--- src/sv/cfir_pkg.sv ---
// Shared types and constants for the complex FIR filter.
`timescale 1ns / 1ps

package cfir_pkg;

  // Default sizes, handed to the top-level parameters.
  localparam int TAPS_DEF        = 16;
  localparam int SAMPLE_BITS_DEF = 16;
  localparam int ACC_BITS_DEF    = 40;

  // Item kind carried on in_tuser.
  typedef enum logic {
    CMD_LOAD   = 1'b0,
    CMD_SAMPLE = 1'b1
  } cmd_t;

  // Per-cell control strobes.
  typedef struct packed {
    logic shift;  // advance the delay line by one sample
    logic load;   // write this cell's coefficient
    logic adv;    // pipeline advance: capture the product
  } cell_ctl_t;

endpackage

--- src/sv/cfir_add_tree.sv ---
// Registered binary adder tree that sums the tap products; each level is registered and advances on en.
`timescale 1ns / 1ps

module cfir_add_tree #(
  parameter int LEAVES = cfir_pkg::TAPS_DEF,
  parameter int W      = cfir_pkg::ACC_BITS_DEF
) (
  input  logic         clk,
  input  logic         en,
  input  logic [W-1:0] leaf_i [LEAVES],
  output logic [W-1:0] root_o
);

  localparam int LVLS = $clog2(LEAVES);
  localparam int P    = 2 ** LVLS;

  logic [W-1:0] leaf   [P];
  logic [W-1:0] node_r [P-1];

  // Pad unused leaves with zero.
  for (genvar g = 0; g < P; g++) begin : g_leaf
    if (g < LEAVES) begin : g_used
      assign leaf[g] = leaf_i[g];
    end else begin : g_pad
      assign leaf[g] = '0;
    end
  end

  // Heap order: node n has children 2n+1 and 2n+2; the last P entries are leaves.
  for (genvar n = 0; n < P - 1; n++) begin : g_node
    localparam int CL = 2 * n + 1;
    localparam int CR = 2 * n + 2;
    logic [W-1:0] lhs, rhs;

    if (CL < P - 1) begin : g_lint
      assign lhs = node_r[CL];
    end else begin : g_lleaf
      assign lhs = leaf[CL-(P-1)];
    end

    if (CR < P - 1) begin : g_rint
      assign rhs = node_r[CR];
    end else begin : g_rleaf
      assign rhs = leaf[CR-(P-1)];
    end

    always_ff @(posedge clk) begin
      if (en) begin
        node_r[n] <= lhs + rhs;
      end
    end
  end

  assign root_o = node_r[0];

endmodule

--- config.mk ---
export PLATFORM = sky130hd
export DESIGN_NAME = cfir_add_tree
export DESIGN_NICKNAME = d
export VERILOG_FILES = /design/src/sv/cfir_pkg.sv /design/src/sv/cfir_add_tree.sv
export SDC_FILE = /design/constraint.sdc
export NUM_CORES = 2
export LEC_CHECK = 0
export BUFFER_PORTS_ARGS = -buffer_cell sky130_fd_sc_hd__buf_2
export CORE_ASPECT_RATIO = 0.5
export CORE_UTILIZATION = 50
export CTS_BUF_LIST = sky130_fd_sc_hd__clkbuf_4
export DETAILED_ROUTE_END_ITERATION = 16
export GPL_ROUTABILITY_DRIVEN = 0
export MAX_ROUTING_LAYER = met4
export PLACE_DENSITY_LB_ADDON = 0.05
export SLEW_MARGIN = 20
export SYNTH_ARGS = -nofsm -noshare
export SYNTH_HDL_FRONTEND = slang
export SYNTH_SLANG_ARGS = --single-unit
--- constraint.sdc ---
create_clock -name clk -period 3.7 [get_ports clk]
set_input_delay 0.37 -clock clk [delete_from_list [all_inputs] [get_ports clk]]
set_output_delay 0.37 -clock clk [all_outputs]
set_load 0.01 [all_outputs]
# Yosys cells after proc, flatten, opt, wreduce, memory -nomap -nowiden
# Memories as Yosys holds them, arrays and structs flattened.
# Index checks and enable logic that the tools add are counted.
# word_totals
register_bits	0
ram_bits	600
in_bits	642
out_inout_bits	40
wordCells	18
memories	1
# mem_list
memory	words	word_bits	rd	rd_clocked_by_memory_dff	wr	line_no	text
node_r	15	40	15	0	15	cfir_add_tree.sv:18	logic [W-1:0] node_r [P-1];
# classes
n_addsub	15
muxes	2
# ops
op	n
40-bit adder	15
1-bit two-way mux	2

# Logic depth before layout (Yosys ltp)
# depth
depth_word	2
ltp_mapped	14
mapped_depth_nobuf	14

# Worst setup path before layout
# OpenSTA, ideal clock, no wires.
# synth_timing
path_type	flip-flop to flip-flop
start	mem node_r[0][200] (netlist name)
end	mem node_r[0][116] (netlist name), data pin
setup_ps	259
arrival_ps	3190
t_required_ps	3441
path_slack_ps	252
path_stages_with_launch	15
n_path_buf	0
path_cell_list	edfxtp_1 -> ha_1 -> fa_1 -> a211o_1 -> a21oi_2 -> o21ai_1 -> a211oi_2 -> o21a_2 -> a31oi_1 -> a211o_1 -> a41o_1 -> a211o_1 -> a21o_1 -> a21oi_2 -> xnor2_1
# synth_rtl
element	line_no
start: declaration	cfir_add_tree.sv:18

==> key figures <==
Outcome
  • Status: finished, violations left
  • Failing checks: negative setup slack

Floorplan
  • Starting density of the core: approximately half
  • Rows: 78
  • Chip Width: 432.5 µm
  • Io pins: 682
  • Area of the die: 93970 µm²
  • Core area: about 90000 µm²
  • Die H: 217.3 µm

Place
  • # port buffers: 681
  • DP HPWL: about 96000 µm
  • Placement Cell Area: ~52000 µm²
  • Placed cells: 6497
  • Post-Place Worst Slack: -0.3833 ns

Clocking
  • Clock buffer depth: 3
  • Clock Latency Late Sink: 0.99 ns
  • Root Buffer: clkbuf_4
  • CTS tree: built
  • # clock sinks: 600
  • CTS Buf Count: roughly 150
  • H-Tree Depth: 4
  • Reg clk slew, reported paths: 0.06 ns

Drt
  • Initial DRC Count: 3000
  • Average wire per standard cell: 18.01 µm
  • Drt pass-1 iters: 6
  • DR vias/cell: 5.601
  • Vias post-DR: 42690
  • Post-route DRC: 0
  • Routed wire length: 137300 µm
  • Detail Route Antenna Nets: 0

STA
  • Tmin final: 3.750 ns
  • Max Slew Vio Count: 0
  • Unrepaired setup endpoints after global routing: true
  • Max Freq: 266.7 MHz
  • Period utilization: 101.4%
  • Layout Skew: between 0.06 and 0.07 ns
  • Hold slack final: 0.1071 ns
  • Setup WS post-layout: -0.05023 ns
  • Final Hold Fails: 0
  • Slew @ Worst Pin: 0.8647 ns
  • Rel. slew slack: 42.35%
  • # setup viols final: 3
  • Setup TNS: -0.09906 ns

Final layout
  • Largest Register: node_r
  • Most common cell after layout, fill and taps aside: dlygate4sd3_1
  • Max reg flops: 600
  • Number of fill cells: 6883
  • Layout area overhead: 36.83%
  • Biggest regs: node_r x600
  • Most frequent cells in the layout: 835 x dlygate4sd3_1, 680 x buf_2, 600 x edfxtp_1
  • Share of cells above drive strength 1: 19.34%
  • Design Area, Final: 63400 µm²
  • Non-filler cells, final: 7622
  • Layout Utilization: 69.48%
  • Layout Nets: 7509

Critical path
  • WS Path Type: input pin to flop
  • Crit path required time: 4.39 ns
  • Setup crit end kind: flop
  • Largest delay share family, worst path: compound AO/OA/AOI/OAI gates
  • Critical path buffer and inverter count: 3
  • CP cell instances: dlygate4sd3_1 > buf_2 > ha_1 > a21o_1 > a21oi_1 > nor2b_1 > o21a_1 > o21bai_1 > or4_1 > o21ai_1 > o21ai_0 > o41ai_2 > o21ai_0 > a21o_1 > xnor2_1 > dlygate4sd3_1
  • Crit-path max FO: 3
  • Critical Path Source Type: input pin
  • Worst stage delay on the critical path: 0.55 ns
  • Critical Path AT: 4.44 ns
  • Worst path slowest cell: dlygate4sd3_1

Yosys
  • Cell Area, Synth: 46340 µm²
  • Sequential area share after synthesis: 38.88%
  • Post-synth EDFFs: 600
  • Yosys cell types: 81
  • Syn Inst Count: 4493
  • Mean Syn Cell Area: slightly above 10 µm²
  • Async set-reset flop share out of synthesis: 0%
  • Synthesized Nets: approximately 5700
  • Main synth FF type: edfxtp_1
  • Synth warnings: 0
  • Synthesized flop and latch total: 600

GRT
  • Largest net degree at the start of global routing: 76
  • Number of global-route vias before repair: approximately 42000
  • First-pass GRT wire length: 213500 µm
  • GR Util All Layers: 29.12%
  • Initial antenna violation count: 7
  • Grt ovf: 0

Power and ir drop
  • Design Power: 38.15 mW
  • Worst vdd ir: ~0.00033 V
  • Leakage: 28.25 nW
  • Cell Pwr Density: 601.8 nW/µm²

Job
  • Max-Cap Viols: 0

Worst hold path
  • HP Class: input pin to flop
==> final cells by class <==
class	instances	area (µm²)	share of cell area, %
Antenna cell	8	20.02	0.03157
Timing Repair Buffer	1679	13110	20.68
Clock inverter	48	351.6	0.5545
Clock buffer	207	1554	2.451
Inverter	114	427.9	0.6749
Tap cell	1240	1551	2.447
Multi-Input combinational cell	3726	28370	44.74
Sequential cell	600	18020	28.42
==> metal layers <==
metal  vias to the layer above  track usage [%]  wire [µm]
li1                      20700                -          -
met1                     20260            37.07      59590
met2                      1427            47.91      66030
met3                       305            4.704       8256
met4                         0            8.381       3419
met5                         -                -          0
==> cell families (layout without fill, tap and decap cells) <==
kind of cell	Yosys count	in the layout	synth area share, %
other cells	0	8	0
buf+inv	167	2048	1.364
flops	600	600	38.88
xor+xnor	562	562	10.62
simple gates	992	992	10.64
compound gates	1572	1572	22.05
fa+ha+maj	600	600	16.44
==> synth_stat cells (all sizes together), types with 5 or more instances <==
master | count | area, µm²
and2 | 26 | 162.7
xor2 | 191 | 1673
o21bai | 90 | 675.7
nand2b | 81 | 506.7
a41oi | 10 | 95.10
o211ai | 14 | 105.1
a41o | 6 | 60.06
a31oi | 55 | 369.1
and4 | 16 | 140.1
ha | 585 | 7320
a21boi | 10 | 75.07
nand3 | 103 | 515.5
a221oi | 13 | 138.9
nand4 | 53 | 331.6
a2111oi | 7 | 73.82
o31a | 12 | 105.1
o41ai | 6 | 67.56
o2111ai | 8 | 70.07
xnor2 | 371 | 3249
nor3 | 53 | 265.3
clkbuf | 49 | 183.9
fa | 15 | 300.3
a21o | 368 | 2763
a211oi | 20 | 170.2
and3 | 52 | 325.3
a211o | 19 | 166.4
o22ai | 7 | 43.79
a311oi | 18 | 176.4
o31ai | 23 | 172.7
or3 | 23 | 143.9
o21ai | 263 | 1328
nor4 | 5 | 31.28
or2 | 15 | 93.84
o21a | 69 | 520.5
nand2 | 227 | 852.1
a21oi | 508 | 2580
edfxtp | 600 | 18020
inv | 114 | 427.9
nor2b | 88 | 550.5
nor2 | 234 | 880.9
==> worst reg2reg max path: stages, from the launching register on <==
cell and delay, ns:
edfxtp_1 0.38, ha_2 0.21, fa_2 0.36, a211o_1 0.33
a21oi_2 0.19, o21ai_2 0.11, a211oi_2 0.25, o21a_2 0.20
a31oi_4 0.11, a211o_1 0.35, a41o_1 0.20, a211o_1 0.27
a21o_1 0.17, a21oi_2 0.13, xnor2_1 0.08
==> what timing repair did <==
item	4_1_cts	5_1_grt
resized for setup	13	131
cloned	0	0
buffers inserted	3	24
endpoints found under the hold margin	377	1
pin swaps	9	81
endpoints found under the setup margin	13	85
hold buffers	835	1
==> path summary, 6_finish.rpt <==
kind,start,end,slack (ns),depth (start not counted)
setup reg to reg,node_r[0][240],node_r[0][116],0.12,14
hold / removal,leaf_i[403],node_r[1][44],0.11,5
hold reg to reg,node_r[1][240],node_r[0][240],0.55,1
setup / recovery,leaf_i[136],node_r[1][239],-0.05,16
==> report_power, final <==
group	switching, mW	internal [mW]	total, mW	leakage (nW)
combinational	11.0	9.50	20.5	21.2
sequential	1.01	10.8	11.8	5.87
clock	2.85	3.00	5.85	1.13
No activity file was read; power rests on OpenSTA's default activity.
