<file path="config.mk">
export PLATFORM = sky130hd
export DESIGN_NAME = cfir_cell
export DESIGN_NICKNAME = d
export VERILOG_FILES = /design/src/sv/cfir_pkg.sv /design/src/sv/cfir_cell.sv
export SDC_FILE = /design/constraint.sdc
export NUM_CORES = 2
export LEC_CHECK = 0
export ABC_CLOCK_PERIOD_IN_PS = 8000
export BUFFER_PORTS_ARGS = -buffer_cell sky130_fd_sc_hd__buf_2
export CAP_MARGIN = 0
export CELL_PAD_IN_SITES_DETAIL_PLACEMENT = 1
export CELL_PAD_IN_SITES_GLOBAL_PLACEMENT = 2
export CORE_ASPECT_RATIO = 0.75
export CORE_MARGIN = 3
export CORE_UTILIZATION = 43
export DETAILED_ROUTE_END_ITERATION = 7
export GPL_TIMING_DRIVEN = 0
export PLACE_DENSITY_LB_ADDON = 0.1
export SLEW_MARGIN = 20
export SYNTH_ARGS = -nofsm -noshare
export SYNTH_HDL_FRONTEND = slang
export SYNTH_SLANG_ARGS = --single-unit
</file>
<file path="constraint.sdc">
create_clock -name clk -period 8 [get_ports clk]
set_input_delay 0.4 -clock clk [delete_from_list [all_inputs] [get_ports clk]]
set_output_delay 0.4 -clock clk [all_outputs]
set_load 0.01 [all_outputs]
</file>
<file path="src/sv/cfir_pkg.sv">
// Shared types and constants for the complex FIR filter.
`timescale 1ns / 1ps

package cfir_pkg;

  // Default sizes, handed to the top-level parameters.
  localparam int TAPS_DEF        = 16;
  localparam int SAMPLE_BITS_DEF = 16;
  localparam int ACC_BITS_DEF    = 40;

  // Item kind carried on in_tuser.
  typedef enum logic {
    CMD_LOAD   = 1'b0,
    CMD_SAMPLE = 1'b1
  } cmd_t;

  // Per-cell control strobes.
  typedef struct packed {
    logic shift;  // advance the delay line by one sample
    logic load;   // write this cell's coefficient
    logic adv;    // pipeline advance: capture the product
  } cell_ctl_t;

endpackage

</file>
<file path="src/sv/cfir_cell.sv">
// One filter tap: delay-line stage, coefficient register and complex multiply.
`timescale 1ns / 1ps

module cfir_cell #(
  parameter int SAMPLE_BITS = cfir_pkg::SAMPLE_BITS_DEF
) (
  input  logic                            clk,
  input  logic                            rst_n,
  input  cfir_pkg::cell_ctl_t             ctl_i,
  input  logic signed [SAMPLE_BITS-1:0]   din_re,
  input  logic signed [SAMPLE_BITS-1:0]   din_im,
  input  logic signed [SAMPLE_BITS-1:0]   coef_re,
  input  logic signed [SAMPLE_BITS-1:0]   coef_im,
  output logic signed [SAMPLE_BITS-1:0]   dout_re,
  output logic signed [SAMPLE_BITS-1:0]   dout_im,
  output logic signed [2*SAMPLE_BITS:0]   prod_re,
  output logic signed [2*SAMPLE_BITS:0]   prod_im
);

  localparam int MUL_W  = 2 * SAMPLE_BITS;
  localparam int PROD_W = MUL_W + 1;

  logic signed [SAMPLE_BITS-1:0] d_re_r, d_im_r;
  logic signed [SAMPLE_BITS-1:0] c_re_r, c_im_r;
  logic signed [MUL_W-1:0]       m_rr, m_ii, m_ri, m_ir;
  logic signed [PROD_W-1:0]      pr_re_r, pr_im_r, pr_re_nxt, pr_im_nxt;

  // Delay stage: cleared by reset, shifts on each accepted sample.
  always_ff @(posedge clk) begin
    if (!rst_n) begin
      d_re_r <= '0;
      d_im_r <= '0;
    end else if (ctl_i.shift) begin
      d_re_r <= din_re;
      d_im_r <= din_im;
    end
  end

  always_ff @(posedge clk) begin
    if (ctl_i.load) begin
      c_re_r <= coef_re;
      c_im_r <= coef_im;
    end
  end

  always_comb begin
    m_rr      = d_re_r * c_re_r;
    m_ii      = d_im_r * c_im_r;
    m_ri      = d_re_r * c_im_r;
    m_ir      = c_re_r * d_im_r;
    pr_re_nxt = {m_rr[MUL_W-1], m_rr} - {m_ii[MUL_W-1], m_ii};
    pr_im_nxt = {m_ri[MUL_W-1], m_ri} + {m_ir[MUL_W-1], m_ir};
  end

  always_ff @(posedge clk) begin
    if (ctl_i.adv) begin
      pr_re_r <= pr_re_nxt;
      pr_im_r <= pr_im_nxt;
    end
  end

  assign dout_re = d_re_r;
  assign dout_im = d_im_r;
  assign prod_re = pr_re_r;
  assign prod_im = pr_im_r;

endmodule

</file>
* After elaboration in Yosys (flattened, before gate mapping)
Index checks and enable logic that the tools add are counted.
** Storage, ports and cells
- Bits in registers :: 130
- Logic and storage cells :: 12
- Output and inout port bits :: 98
** Cells by class
- Multiply operators :: 4
- Add/sub/neg operators :: 2
** Operator list (count)
- 16-bit by 16-bit multiplier with 32-bit output :: 4
- 32-bit by 32-bit adder with 33-bit output :: 1
- 32-bit by 32-bit subtractor with 33-bit output :: 1

* Logic depth before layout (Yosys ltp)
- Depth after elaboration :: 2
- Gate-level depth with buffers :: 28
- Gate-level depth less buffers :: 27

* Worst setup path after synthesis
Ideal clock, no wire load.
- Kind :: register to register
- Start point :: reg d_im_r[15], in the netlist dout_im[15]
- End point :: reg pr_re_r[32], in the netlist prod_re[32], data pin
- Path slack :: 0.560 ns
- Cell stages (with the launch flop) :: 27
- Period minus slack after synthesis :: 7.440 ns
- Setup time :: 0.260 ns
- Arrival time :: 7.180 ns
- Cells stage by stage :: dfxtp_1 > clkbuf_1 > nand2_1 > inv_1 > fa_1 > inv_1 > fa_1 > inv_1 > fa_1 > inv_1 > fa_1 > fa_1 > fa_1 > fa_1 > inv_1 > fa_1 > inv_1 > ha_1 > a211oi_1 > o21ai_0 > a2bb2oi_1 > a41oi_4 > o21ai_2 > a2111oi_2 > o21bai_1 > a21oi_1 > xnor2_1
** On the way
- Longest elaborated chain between the ends :: 2
** Ends and longest elaborated chain
- start: declaration :: RTL line cfir_cell.sv:23 : logic signed [SAMPLE_BITS-1:0] d_re_r, d_im_r;
- start signal: assignment :: RTL line cfir_cell.sv:35 : d_im_r <= din_im;
- 16-bit by 16-bit multiplier with 32-bit output :: RTL line cfir_cell.sv:48 : m_ii = d_im_r * c_im_r;
- 32-bit by 32-bit subtractor with 33-bit output :: RTL line cfir_cell.sv:51 : pr_re_nxt = {m_rr[MUL_W-1], m_rr} - {m_ii[MUL_W-1], m_ii};
- via pr_re_nxt[32] :: RTL line cfir_cell.sv:26 : logic signed [PROD_W-1:0] pr_re_r, pr_im_r, pr_re_nxt, pr_im_nxt;
- end signal: assignment :: RTL line cfir_cell.sv:57 : pr_re_r <= pr_re_nxt;
- end: declaration :: RTL line cfir_cell.sv:26
The timed path passes the listed nets, and every way through them passes these cells.
A chain may end at the register's enable or synchronous reset.

* Final worst setup path
- Start point :: reg c_re_r[0]
- End point :: reg pr_re_r[32], in the netlist prod_re[32], data pin
** On the way
- Longest elaborated chain between the ends :: 2
** Ends and longest elaborated chain
- start: declaration :: RTL line cfir_cell.sv:24 : logic signed [SAMPLE_BITS-1:0] c_re_r, c_im_r;
- start signal: assignment :: RTL line cfir_cell.sv:41 : c_re_r <= coef_re;
- 16-bit by 16-bit multiplier with 32-bit output :: RTL line cfir_cell.sv:47 : m_rr = d_re_r * c_re_r;
- 32-bit by 32-bit subtractor with 33-bit output :: RTL line cfir_cell.sv:51
- via pr_re_nxt[32] :: RTL line cfir_cell.sv:26
The timed path passes the listed nets, and every way through them passes these cells.

==> qor.txt <==
Crit path required time = 8290 ps
Layout Nets = 6380
area taken by multi-input logic gates = 35800 µm²
max-cap violations = 0
DRT iter0 DRCs = 3124
Yosys cell types = 56
gr usage total = 0.361
Hold Violations, Final = 0
Hold Path Sink = c_im_r[1]
Final Skew = 25.3 ps
chip width = 377 µm
gr ovfl total = 0
crit path DAT = 8400 ps
CTS tree = done
worst reg2reg endpoint = prod_re[32]
Worst Hold Depth = 1
# rows = 101
share of cells above drive strength 1 = 0.132
Crit Path Category = flop to flop
largest net degree at the start of global routing = 51
via total after detailed routing = 32900
Seq cells post-synth = 130
GP Congestion = 1.07
CP Launch Type = flop
number of buffers added on ports = 165
Max-slew headroom = 0.202
first-pass GRT wire length = 267 mm
Wirelength per Cell = 30.2 µm
# IOs = 167
worst-margin pin slew = 1200 ps
DIE HEIGHT = 285 µm
min Tclk post-route = 8100 ps
HP Start = coef_im[1]
CTS H-Tree Depth = 4
count leader, synth = inv_1
Slew Limit Fails = 0
Post-DP HPWL = 152 mm
syn_area_per_cell = 9.85 µm²
area grow syn2layout = 13.8%
commonest cells in the netlist = inv_1, fa_1, nand2_1
worst reg2reg startpoint = c_re_r[0]
Clk Latency, worst-skew pair = 550 ps
Yosys top cell area share = 0.528
Final Setup Violations = 5
DRC violations left = 0
flop2flop setup slack = -100 ps
clock buffer depth = 2
core area = 102000 µm²
syn nets = 6066
R2R cell count = 28
clock buffer count from CTS = 17
area leader, netlist = fa_1
post-synthesis sequential area ratio = 0.0806
HP Class = input port to flop
post-route cell area = 50600 µm²
EDFF count, synth = 98
antenna violation net count after detailed routing = 0
Starting Density = 0.437
Crit Path Max Fanout = 5
synth top area cells = fa_1, inv_1, ha_1, and2_1, edfxtp_1
fmax = 0.123 GHz
clk slew on worst S/H paths = 70 ps
Max stage delay on crit path = 670 ps
Root Buffer = clkbuf_16
Total Routed Length = 187 mm
mapped cell area = 44500 µm²
Reg area = 3660 µm²
pre-CTS setup slack = -2580 ps
fin crit share = 1.01
RSZ-0062 raised after global routing = true
Worst Setup Slack, final = -103 ps
Setup crit end kind = flop
status = finished with violations
vias per cell = 5.31
Sink Count = 130
failing checks = setup timing
ys flop type = edfxtp_1
Syn Inst Count = 4514
die footprint = 107000 µm²
ys async rst share = 0
DP Area = 47100 µm²
CP max-delay cell = fa_2
Yosys warnings = 0
DR pass1 iterations = 6
fillers = 11400
initial antenna violation count = 42
vias in the first global route = 35900
worst max path at each step:
stage,end,startpoint,cells past startpoint
finish,prod_re[32],c_re_r[0],28
global route,prod_re[32],c_re_r[2],27
CTS,prod_re[31],c_re_r[0],29
detailed placement,prod_re[31],dout_re[15],26
global placement,prod_re[31],dout_re[15],27
floorplan,prod_re[32],dout_im[15],26
flip-flops by register name, summed over array words and instances, names as in the netlist:
name,flops
dout_im,16
prod_re,33
prod_im,33
dout_re,16
c_im_r,16
c_re_r,16
through the flow:
stage / utilization / cells / hold WS [ps] / TNS, ps
2_1_floorplan: - / 4514 / 499 / 0
3_3_place_gp: 0.461 / 6018 / 578 / -50790
3_5_place_dp: 0.462 / 6021 / 578 / -45850
4_1_cts: 0.493 / 6158 / 1.92 / -0.998
5_1_grt: 0.497 / 6184 / 24.1 / -1810
6_report: 0.497 / 6190 / 50.8 / -378
final cells by class:
type / count / share of cell area
Sequential cell: 130 / 0.0723
Antenna cell: 10 / 0.000494
Clock inverter: 15 / 0.00262
Inverter: 1278 / 0.0953
Tap cell: 1339 / 0.0331
Clock buffer: 17 / 0.00840
Multi-Input combinational cell: 2907 / 0.707
Timing Repair Buffer: 301 / 0.0399
Buffer: 193 / 0.0409
layout by cell type, fill, tap and decap left out, types with 10 or more instances in the layout:
master	count
fa_2	34
nand2b_1	29
dfxtp_4	17
clkbuf_1	12
buf_4	109
nor2b_1	34
clkbuf_2	34
inv_1	1261
a21oi_1	34
dlygate4sd3_1	28
a21o_1	24
o21ai_0	18
buf_2	165
inv_2	10
ha_1	296
xnor2_1	75
diode_2	10
clkbuf_4	40
o21a_1	16
dfxtp_2	12
edfxtp_1	98
nand2_1	499
fa_1	1139
clkbuf_16	34
xor2_1	19
mux2i_1	32
clkbuf_8	61
and2_1	470
buf_6	11
a21oi_2	10
nor2_1	58
layer usage:
layer | GRT usage | part of all wire | vias up
li1 | - | - | 13500
met1 | 0.539 | 0.44 | 17600
met2 | 0.480 | 0.39 | 1560
met3 | 0.147 | 0.14 | 234
met4 | 0.0957 | 0.029 | 8
met5 | 0 | 0.00030 | -
critical path: cells and delay by family, from the launching register on:
kind / cells / cell delay [ps]
adders and majority gates: 9 / 4850
AOI/OAI and AO/OA: 8 / 1390
buffers and inverters: 9 / 910
DFF: 1 / 520
and+or+nand+nor: 1 / 70
xor gates and xnor gates: 1 / 70
what timing repair did:
| item | in CTS | in global routing |
|---|---|---|
| endpoints found under the setup margin | 33 | 20 |
| gates resized for setup | 515 | 107 |
| hold endpoints to repair | 28 | 0 |
| pin swaps | 34 | 50 |
| hold buffers | 28 | 0 |
| buffers inserted | 78 | 27 |
kinds of logic (layout without fill, tap and decap cells):
kind of cell | count (synthesis) | count (layout) | synth area share
muxes | 32 | 32 | 0.00720
adders and majority gates | 1483 | 1483 | 0.615
and+or+nand+nor | 1136 | 1136 | 0.128
DFF | 130 | 130 | 0.0806
buffers and inverters | 1477 | 1804 | 0.125
other | 0 | 10 | 0
AOI/OAI and AO/OA | 162 | 162 | 0.0261
xor gates and xnor gates | 94 | 94 | 0.0185
Power is left out: the tool's default activity adds up to more than one toggle a clock period on the data nets, which glitch-free logic cannot reach.
